File: src/design/bilinear_texture_sampler_core_defines.svh
// ----------------------------------------------------------------------------
// Bilinear texture sampler assertion macros
// Concurrent assertion wrappers shared by the sampler modules. Defining
// ASSERT_OFF turns every check into nothing.
// ----------------------------------------------------------------------------
`ifndef BILINEAR_TEXTURE_SAMPLER_CORE_DEFINES_SVH
`define BILINEAR_TEXTURE_SAMPLER_CORE_DEFINES_SVH

`ifndef ASSERT_OFF
`define BTS_ASSERT(label, cond) \
    label: assert property (@(posedge i_clk) disable iff (!i_rst_n) (cond)) \
        else $error("sampler check failed");
`define BTS_ASSERT_IMPL(label, ante, cons) \
    label: assert property (@(posedge i_clk) disable iff (!i_rst_n) (ante) |-> (cons)) \
        else $error("sampler implication failed");
`define BTS_ASSERT_NEXT(label, ante, cons) \
    label: assert property (@(posedge i_clk) disable iff (!i_rst_n) (ante) |=> (cons)) \
        else $error("sampler next-cycle check failed");
`else
`define BTS_ASSERT(label, cond)
`define BTS_ASSERT_IMPL(label, ante, cons)
`define BTS_ASSERT_NEXT(label, ante, cons)
`endif

`endif

File: src/design/bts_pkg.sv
// ----------------------------------------------------------------------------
// Bilinear texture sampler package
// Field widths, register indexes and shared types of the sampler.
// ----------------------------------------------------------------------------
package bts_pkg;

    localparam int COORD_W    = 18;
    localparam int CLAMP_W    = 17;
    localparam logic [CLAMP_W-1:0] COORD_ONE = 17'h10000;
    localparam int IDX_W      = 8;
    localparam int CH_W       = 8;
    localparam int NUM_CH     = 4;
    localparam int TEXEL_W    = 32;
    localparam int CFG_IDX_W  = 2;
    localparam int CFG_DATA_W = 9;

    localparam logic [CFG_IDX_W-1:0]  REG_TEX_WIDTH  = 2'd0;
    localparam logic [CFG_IDX_W-1:0]  REG_TEX_HEIGHT = 2'd1;
    localparam logic [CFG_DATA_W-1:0] DIM_RESET      = 9'd256;

    localparam logic ACT_SAMPLE = 1'b1;

    typedef struct packed {
        logic [TEXEL_W-1:0] p00;
        logic [TEXEL_W-1:0] p10;
        logic [TEXEL_W-1:0] p01;
        logic [TEXEL_W-1:0] p11;
    } t_quad;

endpackage

File: src/design/bts_coord.sv
// ----------------------------------------------------------------------------
// Bilinear texture sampler coordinate stages
// Clamps u and v to the unit range, then scales them by the texture size in
// use minus one into fixed-point texel positions.
// ----------------------------------------------------------------------------
`include "bilinear_texture_sampler_core_defines.svh"

module bts_coord #(
    parameter int MAX_DIM   = 256,
    parameter int FRAC_BITS = 16
) (
    input  logic                                  i_clk,
    input  logic                                  i_rst_n,
    input  logic                                  i_valid,
    output logic                                  o_ready,
    input  logic                                  i_action,
    input  logic [bts_pkg::IDX_W-1:0]             i_col,
    input  logic [bts_pkg::IDX_W-1:0]             i_row,
    input  logic [bts_pkg::TEXEL_W-1:0]           i_value,
    input  logic signed [bts_pkg::COORD_W-1:0]    i_u,
    input  logic signed [bts_pkg::COORD_W-1:0]    i_v,
    input  logic [bts_pkg::CFG_DATA_W-1:0]        i_tex_width,
    input  logic [bts_pkg::CFG_DATA_W-1:0]        i_tex_height,
    output logic                                  o_valid,
    input  logic                                  i_ready,
    output logic                                  o_sample,
    output logic [bts_pkg::IDX_W-1:0]             o_col,
    output logic [bts_pkg::IDX_W-1:0]             o_row,
    output logic [bts_pkg::TEXEL_W-1:0]           o_value,
    output logic [bts_pkg::CLAMP_W+$clog2(MAX_DIM)+((FRAC_BITS > 16) ? FRAC_BITS-16 : 0)-1:0] o_px,
    output logic [bts_pkg::CLAMP_W+$clog2(MAX_DIM)+((FRAC_BITS > 16) ? FRAC_BITS-16 : 0)-1:0] o_py,
    output logic [$clog2(MAX_DIM)-1:0]            o_wm1,
    output logic [$clog2(MAX_DIM)-1:0]            o_hm1
);

    localparam int DIM_W      = $clog2(MAX_DIM);
    localparam int CMP_W      = (DIM_W + 1 > bts_pkg::CFG_DATA_W) ? DIM_W + 1
                                                                   : bts_pkg::CFG_DATA_W;
    localparam int UP_SHIFT   = (FRAC_BITS > 16) ? FRAC_BITS - 16 : 0;
    localparam int DOWN_SHIFT = (FRAC_BITS < 16) ? 16 - FRAC_BITS : 0;
    localparam int PROD_W     = bts_pkg::CLAMP_W + DIM_W;
    localparam int POS_W      = PROD_W + UP_SHIFT;

    function automatic logic [bts_pkg::CLAMP_W-1:0] clamp_coord(
        input logic signed [bts_pkg::COORD_W-1:0] c
    );
        logic [bts_pkg::CLAMP_W-1:0] r;
        if (c[bts_pkg::COORD_W-1]) begin
            r = '0;
        end else if (c[bts_pkg::COORD_W-2:0] > bts_pkg::COORD_ONE) begin
            r = bts_pkg::COORD_ONE;
        end else begin
            r = c[bts_pkg::COORD_W-2:0];
        end
        return r;
    endfunction

    function automatic logic [DIM_W-1:0] dim_m1(input logic [bts_pkg::CFG_DATA_W-1:0] d);
        logic [CMP_W-1:0] e;
        logic [DIM_W-1:0] r;
        e = CMP_W'(d);
        if (e == '0) begin
            r = '0;
        end else if (e > CMP_W'(MAX_DIM)) begin
            r = DIM_W'(MAX_DIM - 1);
        end else begin
            r = DIM_W'(e - CMP_W'(1));
        end
        return r;
    endfunction

    logic                          r_s1_valid;
    logic                          r_s1_sample;
    logic [bts_pkg::IDX_W-1:0]     r_s1_col;
    logic [bts_pkg::IDX_W-1:0]     r_s1_row;
    logic [bts_pkg::TEXEL_W-1:0]   r_s1_value;
    logic [bts_pkg::CLAMP_W-1:0]   r_s1_cu;
    logic [bts_pkg::CLAMP_W-1:0]   r_s1_cv;
    logic [DIM_W-1:0]              r_s1_wm1;
    logic [DIM_W-1:0]              r_s1_hm1;

    logic                          r_s2_valid;
    logic                          r_s2_sample;
    logic [bts_pkg::IDX_W-1:0]     r_s2_col;
    logic [bts_pkg::IDX_W-1:0]     r_s2_row;
    logic [bts_pkg::TEXEL_W-1:0]   r_s2_value;
    logic [POS_W-1:0]              r_s2_px;
    logic [POS_W-1:0]              r_s2_py;
    logic [DIM_W-1:0]              r_s2_wm1;
    logic [DIM_W-1:0]              r_s2_hm1;

    logic              en1;
    logic              en2;
    logic [PROD_W-1:0] prod_x;
    logic [PROD_W-1:0] prod_y;
    logic [POS_W-1:0]  pos_x;
    logic [POS_W-1:0]  pos_y;

    assign en2     = !r_s2_valid || i_ready;
    assign en1     = !r_s1_valid || en2;
    assign o_ready = en1;

    always_comb begin
        prod_x = PROD_W'(r_s1_cu) * PROD_W'(r_s1_wm1);
        prod_y = PROD_W'(r_s1_cv) * PROD_W'(r_s1_hm1);
        pos_x  = (POS_W'(prod_x) << UP_SHIFT) >> DOWN_SHIFT;
        pos_y  = (POS_W'(prod_y) << UP_SHIFT) >> DOWN_SHIFT;
    end

    always_ff @(posedge i_clk) begin
        if (!i_rst_n) begin
            r_s1_valid <= 1'b0;
            r_s2_valid <= 1'b0;
        end else begin
            if (en1) begin
                r_s1_valid <= i_valid;
            end
            if (en2) begin
                r_s2_valid <= r_s1_valid;
            end
        end
    end

    always_ff @(posedge i_clk) begin
        if (en1 && i_valid) begin
            r_s1_sample <= (i_action == bts_pkg::ACT_SAMPLE);
            r_s1_col    <= i_col;
            r_s1_row    <= i_row;
            r_s1_value  <= i_value;
            r_s1_cu     <= clamp_coord(i_u);
            r_s1_cv     <= clamp_coord(i_v);
            r_s1_wm1    <= dim_m1(i_tex_width);
            r_s1_hm1    <= dim_m1(i_tex_height);
        end
        if (en2 && r_s1_valid) begin
            r_s2_sample <= r_s1_sample;
            r_s2_col    <= r_s1_col;
            r_s2_row    <= r_s1_row;
            r_s2_value  <= r_s1_value;
            r_s2_px     <= pos_x;
            r_s2_py     <= pos_y;
            r_s2_wm1    <= r_s1_wm1;
            r_s2_hm1    <= r_s1_hm1;
        end
    end

    assign o_valid  = r_s2_valid;
    assign o_sample = r_s2_sample;
    assign o_col    = r_s2_col;
    assign o_row    = r_s2_row;
    assign o_value  = r_s2_value;
    assign o_px     = r_s2_px;
    assign o_py     = r_s2_py;
    assign o_wm1    = r_s2_wm1;
    assign o_hm1    = r_s2_hm1;

    `BTS_ASSERT_NEXT(a_coord_hold, r_s2_valid && !i_ready, r_s2_valid && $stable(r_s2_px) && $stable(r_s2_sample))

endmodule

File: config.mk
export PLATFORM = sky130hd
export DESIGN_NAME = bts_coord
export DESIGN_NICKNAME = d
export VERILOG_FILES = /design/src/design/bts_pkg.sv /design/src/design/bts_coord.sv
export VERILOG_INCLUDE_DIRS = /design/src /design/src/design
export SDC_FILE = /design/constraint.sdc
export NUM_CORES = 1
export LEC_CHECK = 0
export ABC_AREA = 0
export BUFFER_PORTS_ARGS = -buffer_cell sky130_fd_sc_hd__buf_2
export CAP_MARGIN = 20
export CORE_ASPECT_RATIO = 2
export CORE_UTILIZATION = 53
export DETAILED_ROUTE_END_ITERATION = 10
export GPL_ROUTABILITY_DRIVEN = 0
export PLACE_DENSITY = 0.82
export SYNTH_ARGS = -nofsm -noshare
export SYNTH_HDL_FRONTEND = slang
export SYNTH_SLANG_ARGS = --single-unit
File: constraint.sdc
create_clock -name i_clk -period 7.59 [get_ports i_clk]
set_input_delay 1.518 -clock i_clk [delete_from_list [all_inputs] [get_ports i_clk]]
set_output_delay 1.518 -clock i_clk [all_outputs]
set_load 0.05 [all_outputs]
Word level (Yosys, flattened, before mapping)
Cells that the tools add are included.

Bits in registers: 216. Output and inout bits: 117. Word-level logic and storage cells: 42.

Add/sub/neg operators: 2. Multiply operators: 2. Order comparisons: 4. Multiplexer cells: 4. Reductions and logical operators: 10.

Operators with widths (number): $mul 17x8->25 (2); $gt 17x17->1 const B (2); $mux 17 (2); $gt 9x9->1 const B (2); $logic_not 9->1 (2); $mux 8 (2); $sub 8x1->8 const B (2); $reduce_or 2->1 (2); $logic_and 1x1->1 (2); $logic_not 1->1 (2); $logic_or 1x1->1 (2).

Longest topological paths before layout
Gate-level depths: netlist of the first run.

Depth after elaboration: 4. Depth in mapped cells: 19. Mapped depth without buffers: 17.

Worst setup path before layout of the first run
Ideal clock, no wire load.

Path kind: input-to-reg. Start point: input port i_ready. End point: register r_s2_col (netlist bit o_col[0]), enable pin. Setup time: 0.604 ns. Arrival: 6.685 ns. Data required time: 6.986 ns. Setup slack: 0.301 ns. Cell stages on the path: 2. Path buffers: 0. Path through: nor2b_1 > nor2b_1.

Longest elaborated chain between the ends: 2.

Ends and longest elaborated chain: start, declared (line bts_coord.sv:25) `input logic i_ready,`; $logic_or 1x1->1 (line bts_coord.sv:99) `assign en2 = !r_s2_valid || i_ready;`; $logic_and 1x1->1 (line bts_coord.sv:135) `if (en2 && r_s1_valid) begin`; end signal, assigned (line bts_coord.sv:137) `r_s2_col <= r_s1_col;`; end, declared (line bts_coord.sv:84) `logic [bts_pkg::IDX_W-1:0] r_s2_col;`.

No other way between the ends. A chain may end at the register's enable or synchronous reset.

Worst setup path in the final report of the first run
Start point: register r_s1_hm1[2]. End point: register r_s2_py[23] (netlist: o_py[23]) (data pin).

Longest elaborated chain between the ends: 1.

Ends and longest elaborated chain: start, declared (line bts_coord.sv:80) `logic [DIM_W-1:0] r_s1_hm1;`; start signal, assigned (line bts_coord.sv:133) `r_s1_hm1 <= dim_m1(i_tex_height);`; $mul 17x8->25 (line bts_coord.sv:105) `prod_y = PROD_W'(r_s1_cv) * PROD_W'(r_s1_hm1);`; net pos_y[23] (line bts_coord.sv:97) `logic [POS_W-1:0] pos_y;`; end signal, assigned (line bts_coord.sv:141) `r_s2_py <= pos_y;`; end, declared (line bts_coord.sv:88) `logic [POS_W-1:0] r_s2_py;`.

The timed path passes the listed nets, and every way through them passes these cells.

==> results of run 1 <==
## metal layers
layer  wire length (um)  vias to the layer above  part of all wire, %  global-route usage [%]
met2              20400                      373                   58                    47.1
li1                   -                     4882                    -                       -
met3               1440                      129                  4.1                    2.91
met4               1730                        2                  4.9                    13.1
met1              11800                     5247                   33                    22.6
met5                 13                        -                0.037                       0
## sequential cells by signal, summed over array words and instances, names as in the netlist
name,count
o_col,8
r_s1_valid,1
o_row,8
o_sample,1
o_valid,1
r_s1_sample,1
r_s1_cu,17
r_s1_wm1,8
o_px,25
r_s1_col,8
r_s1_cv,17
r_s1_row,8
o_wm1,8
o_hm1,8
o_py,25
o_value,32
r_s1_value,32
r_s1_hm1,8
## path summary, 6_finish.rpt
kind	from	to	slack [ns]	depth (start not counted)
hold reg to reg	r_s1_row[7]	o_row[7]	0.42	0
setup reg to reg	r_s1_hm1[2]	o_py[23]	2.19	16
hold / removal	r_s1_row[7]	o_row[7]	0.42	0
setup / recovery	r_s1_hm1[2]	o_py[23]	2.19	16
## kinds of logic (layout without fill, tap and decap cells)
group / Yosys count / in the layout / synth area share (%)
AO/OA/AOI/OAI: 139 / 139 / 5.94
XOR/XNOR: 44 / 44 / 2.41
adder cells (fa/ha/maj): 274 / 274 / 29.9
buffers and inverters: 248 / 489 / 5.88
flip-flops: 216 / 216 / 40.5
AND/OR/NAND/NOR: 438 / 438 / 15.4
## area by class of cell
| type | count | area share, % |
|---|---|---|
| Inverter | 222 | 4.57 |
| Tap cell | 364 | 2.50 |
| Timing Repair Buffer | 227 | 6.29 |
| Clock buffer | 26 | 3.22 |
| Clock inverter | 14 | 0.858 |
| Sequential cell | 216 | 35.5 |
| Multi-Input combinational cell | 895 | 47.1 |
## worst max-delay path, delay by kind of cell (launching register included)
kind | cells | cell delay, ns
AO/OA/AOI/OAI | 6 | 1.66
XOR/XNOR | 1 | 0.15
adder cells (fa/ha/maj) | 5 | 2.35
buffers and inverters | 3 | 0.14
flip-flops | 1 | 0.70
AND/OR/NAND/NOR | 1 | 0.16
## layout by cell type (no fill, tap or decap), types with 4 or more instances in the layout
master	n
nor3_1	10
nor2b_1	11
nor4_1	11
ha_1	94
and2_1	255
o21a_1	7
fa_1	180
inv_1	222
buf_2	223
and3_1	5
nand2b_1	8
o21ai_0	30
nand2_1	81
a21o_1	13
buf_4	4
a21oi_1	42
nand3_1	8
xnor2_1	25
o31ai_1	5
clkbuf_16	23
nor2_1	29
edfxtp_1	214
nand4_1	6
xor2_1	19
a31oi_1	7
## power by group
group          total, mW  switching (mW)  leakage [nW]  internal [mW]
clock               1.13           0.473         0.355          0.659
sequential          1.72          0.0972          2.06           1.63
combinational       3.51            2.19          5.77           1.32
==> results by group, run 1 <==
Detailed routing
  • DRC viols: 20
  • DR vias: approximately 11k
  • Routed WL: ~35,000 um
  • Iteration-0 DRC Markers: about 470
  • Post-DR wirelength/cell: ~18 um
  • Drt via density: about 5.4
  • Antenna viol nets, final: 0
  • Drt pass-1 iters: 8

Placement
  • Cell Area, Placed: roughly 17,000 um2
  • Port Buf Inserts: ~220
  • DP Cell Count: 1,924
  • Final HPWL DP: approximately 28,000 um
  • Pre-CTS setup slack: about 2.3 ns

Die
  • Die area: between 30,000 and 40,000 um2
  • Site row count: 89
  • Top-Level Pins: 224
  • Initial Utilization: between 50% and 60%
  • Core Footprint: about 30,000 um2
  • Die Y: around 250 um
  • Die Wd: 125 um

Flow run
  • Max-cap violations: 0

Timing
  • Minimum clock period: around 5.4 ns
  • # setup viols final: 0
  • Final Skew: roughly 0.018 ns
  • RSZ-0062 raised after global routing: no
  • Slew @ Worst Pin: 0.889 ns
  • Fin worst setup slack: around 2.2 ns
  • Final hold vios: 0
  • Final Cycle Share: between 70% and 80%
  • Max Slew Vio Count: 0
  • Worst hold slack: ~0.42 ns
  • Setup total negative slack: 0 ns
  • F_max: about 190 MHz
  • Slew Limit Headroom: 40.6%

Yosys
  • Commonest cells post-synth: and2_1 (256), inv_1 (222), edfxtp_1 (214)
  • Dominant cell by count in the synthesized netlist: and2_1
  • Warnings from Yosys: 0
  • Synth cell types: 56
  • Post-Syn Instances: between 1k and 1.5k
  • Syn_area_per_cell: 11.8 um2
  • Net Count, Synth: between 1.5k and 2k
  • Synth top area share: 40.2%
  • Primary FF master, synth: edfxtp_1
  • Post-synth EDFFs: around 210
  • Synth top area cells: edfxtp_1 (40%), fa_1 (23%), and2_1 (10%), ha_1 (7.4%), inv_1 (5.2%)
  • Area leader, netlist: edfxtp_1
  • Synthesized area: around 16,000 um2
  • Seq/Total Area, Yosys: 40.5%
  • Yosys reg bits: about 220
  • Asr flop ratio synth: 0%

Setup path
  • Worst path required time: just under 8 ns
  • CP endpoint kind: register
  • Crit-path cells: nand2_1 -> fa_1 -> fa_1 -> inv_1 -> fa_1 -> inv_1 -> fa_1 -> inv_1 -> ha_1 -> o21ai_0 -> a21oi_1 -> o41a_1 -> a2111oi_0 -> o21a_1 -> o31ai_1 -> xor2_1
  • CP max stage delay: ~0.7 ns
  • Critical Path AT: between 5 and 6 ns
  • CP dominant cell by count: fa_1
  • Critical path's slowest cell: edfxtp_1
  • Worst Path Max Fanout: 18
  • Critical path type: register to register
  • Startpoint Class: register

Clock tree
  • CTS tree: yes
  • Postcts setup bufs: 0
  • Bufs on Longest Clock Path: 3
  • CTS Sinks: between 200 and 250
  • Reg clk slew, reported paths: around 0.07 ns
  • CTS hold repair buffers: 0
  • Root buf cell: clkbuf_16
  • Skew-Pair Late Insertion Delay: about 0.53 ns
  • H-tree Lvls: 1
  • CTS resizes: 0
  • Number of CTS-inserted buffers: 22

Global routing
  • Global Route Usage Sum: about a quarter
  • First-pass GRT wire length: 56,100 um
  • Gr ovfl total: 0
  • Initial antenna violation count: 1
  • Vias in the first global route: around 12k
  • Pin count of the biggest net entering global routing: between 50 and 60

Finish
  • FILL cells: ~2.4k
  • Post-layout util: roughly three fifths
  • Area grow syn2layout: 14.1%
  • FF+latch area: between 6000 and 7000 um2
  • Antenna cell count: 0
  • Nets@finish: 1,965
  • Layout Cells excl Fill: between 1.5k and 2k
  • Share of layout cells above drive strength 1: between 10% and 20%
  • Area of the multi-input gates: 8580 um2
  • Cell area after layout: approximately 18,000 um2

Run status
  • Status: complete, but fails checks
  • Failing checks: design-rule violations

Power and ir drop
  • Peak supply drop: 199 uV
  • Leakage power: 8.19 nW
  • Total power: 6.36 mW
  • Pwr dens: 349 nW/um2

Hold path
  • Min-delay worst type: register to register
Note: power is estimated with default switching activity, not from simulation.
==> run 2, diff against run 1 <==
--- a/config.mk
+++ b/config.mk
@@ -10,10 +10,10 @@
 export BUFFER_PORTS_ARGS = -buffer_cell sky130_fd_sc_hd__buf_2
 export CAP_MARGIN = 20
 export CORE_ASPECT_RATIO = 2
-export CORE_UTILIZATION = 53
+export CORE_UTILIZATION = 59
 export DETAILED_ROUTE_END_ITERATION = 10
 export GPL_ROUTABILITY_DRIVEN = 0
-export PLACE_DENSITY = 0.82
+export PLACE_DENSITY = 0.86
 export SYNTH_ARGS = -nofsm -noshare
 export SYNTH_HDL_FRONTEND = slang
 export SYNTH_SLANG_ARGS = --single-unit
==> constraint.sdc (replaced) <==
create_clock -name i_clk -period 5.1 [get_ports i_clk]
set_input_delay 1.02 -clock i_clk [delete_from_list [all_inputs] [get_ports i_clk]]
set_output_delay 1.02 -clock i_clk [all_outputs]
set_load 0.05 [all_outputs]
==> run 2 against run 1 <==
- the flow now finishes without violations
- count of clock-buffer cells in the layout fell by 5
- core utilization rose by 8.6 points
- sequential power rose by 48%
- cell area rose by 2.0%
- flip-flop and latch count did not move
- critical path depth rose by 2
- setup slack got worse by 2.1 ns
- critical path type unchanged
- largest power group unchanged
==> results by group, run 2 (synthesis results as in run 1) <==
Run status
  • Status: finished clean

Global routing
  • Vias in the first global route: between 10k and 15k
  • Pin count of the biggest net entering global routing: between 80 and 90
  • Global Route Usage Sum: between 20% and 30%
  • Initial antenna violation count: 0
  • First-pass GRT wire length: 57,800 um
  • Gr ovfl total: 0

Setup path
  • Worst path required time: between 5 and 6 ns
  • CP endpoint kind: register
  • CP max stage delay: approximately 0.56 ns
  • Critical path's slowest cell: edfxtp_1
  • Critical Path AT: about 5.3 ns
  • Critical path type: register to register
  • Worst Path Max Fanout: 7
  • Crit-path cells: buf_4 -> buf_4 -> and2_1 -> fa_1 -> inv_1 -> fa_1 -> inv_1 -> fa_1 -> inv_1 -> fa_1 -> inv_1 -> ha_1 -> nand3_1 -> nor2_1 -> nand3_1 -> o31ai_2 -> a31oi_1 -> xnor2_1
  • Startpoint Class: register

Clock tree
  • CTS tree: yes
  • Reg clk slew, reported paths: about 0.06 ns
  • Bufs on Longest Clock Path: 3
  • Number of CTS-inserted buffers: 21
  • Root buf cell: clkbuf_16
  • Skew-Pair Late Insertion Delay: 0.53 ns
  • CTS hold repair buffers: 0
  • CTS Sinks: between 200 and 250
  • H-tree Lvls: 1

Finish
  • Area grow syn2layout: 16.3%
  • Layout Cells excl Fill: a little under 2k
  • Most common cell after layout, fill and taps aside: and2_1
  • FILL cells: approximately 1.9k
  • Nets@finish: slightly above 2k
  • Share of layout cells above drive strength 1: between 10% and 20%
  • Cell area after layout: around 19,000 um2
  • Antenna cell count: 0
  • Most frequent cells in the layout: and2_1 (255), buf_2 (223), inv_1 (222)

Timing
  • # setup viols final: 0
  • Minimum clock period: approximately 5 ns
  • Max Slew Vio Count: 0
  • Final hold vios: 0
  • Slew Limit Headroom: 32.8%
  • Final Skew: 0.0163 ns
  • F_max: about 200 MHz
  • Slew @ Worst Pin: approximately 1 ns
  • Final Cycle Share: a little over nine tenths

Detailed routing
  • Drt pass-1 iters: 5
  • Drt via density: roughly 5.5
  • DRC viols: 0
  • Antenna viol nets, final: 0
  • Iteration-0 DRC Markers: 540
  • Post-DR wirelength/cell: 18.2 um
  • Routed WL: ~36,000 um
  • DR vias: approximately 11k

Die
  • Die Y: around 230 um
  • Die Wd: 118 um
  • Site row count: between 80 and 90
  • Die area: 27,800 um2
  • Initial Utilization: between 60% and 70%
  • Core Footprint: 26,500 um2
  • Top-Level Pins: 224

Power and ir drop
  • Clk pwr share: between 15 and 20%
  • Sw Share: 43.2%
  • Pint: 5.42 mW
  • Gate power share: about 57%
  • Register share of total power: 26.6%
  • Pwr dens: about 510 nW/um2
  • Leakage power: 8.41 nW
  • P_sw: a little over 4 mW
  • Peak supply drop: around 300 uV

Placement
  • Port Buf Inserts: 223
  • Final HPWL DP: approximately 29,000 um
  • DP Cell Count: 1,928
  • Cell Area, Placed: 17,700 um2

Hold path
  • Min-delay worst type: register to register

Flow run
  • Max-cap violations: 0
## run 2: path summary, 6_finish.rpt
path,startpoint,to,slack (ns),cells past startpoint
hold reg to reg,r_s1_value[31],o_value[31],0.41,0
hold / removal,r_s1_value[31],o_value[31],0.41,0
setup / recovery,r_s1_hm1[5],o_py[24],0.10,18
setup reg to reg,r_s1_hm1[5],o_py[24],0.10,18
## run 2: layer usage
layer / vias to the layer above / global-route usage [%] / routed length, um
met5: - / 0 / 0
met4: 0 / 13.6 / 1800
met3: 125 / 2.82 / 1280
met2: 324 / 54.1 / 21200
met1: 5493 / 25.7 / 12100
li1: 4979 / - / -
## run 2: critical path, delay by kind of cell, from the launching register on
family	cells	cell delay (ns)
fa+ha+maj	5	2.35
simple gates	4	0.57
xor+xnor	1	0.14
buf+inv	6	0.56
flops	1	0.56
compound gates	2	0.56
## run 2: per-stage QoR
step	setup WS [ns]	power, mW	setup TNS, ns	hold slack [ns]	utilization [%]
2_1_floorplan	0.448	6.62	0	0.400	-
3_3_place_gp	0.109	7.65	0	0.400	66.7
3_5_place_dp	-0.0342	7.85	-0.0342	0.405	66.7
4_1_cts	0.0354	9.46	0	0.419	69.3
5_1_grt	-0.00379	10.2	-0.00557	0.418	70.2
6_report	0.102	9.55	0	0.414	70.2
## run 2: power groups by stage
stage | Sequential, mW | Clock (mW) | Combinational (mW)
after floorplan | 3.15 | 0 | 3.47
final | 2.54 | 1.58 | 5.43
after CTS | 2.55 | 1.62 | 5.30
after detailed placement | 2.58 | 0 | 5.27
after global routing | 2.56 | 1.68 | 5.99
after global placement | 2.58 | 0 | 5.07
## run 2: final cells by class
| type | instances | area, um2 | share of cell area [%] |
|---|---|---|---|
| well taps | 344 | 430 | 2.32 |
| multi-input cells | 895 | 8620 | 46.4 |
| flip-flops and latches | 216 | 6470 | 34.8 |
| clock inverters | 15 | 164 | 0.882 |
| inverters | 222 | 833 | 4.48 |
| repair buffers | 277 | 1540 | 8.31 |
| clock buffers | 21 | 526 | 2.83 |
## run 2: repair_timing
| item | 4_1_cts | 5_1_grt |
|---|---|---|
| buffers inserted | 0 | 25 |
| resized for setup | 1 | 9 |
| pin swaps | 0 | 4 |
| endpoints found under the setup margin | 1 | 12 |
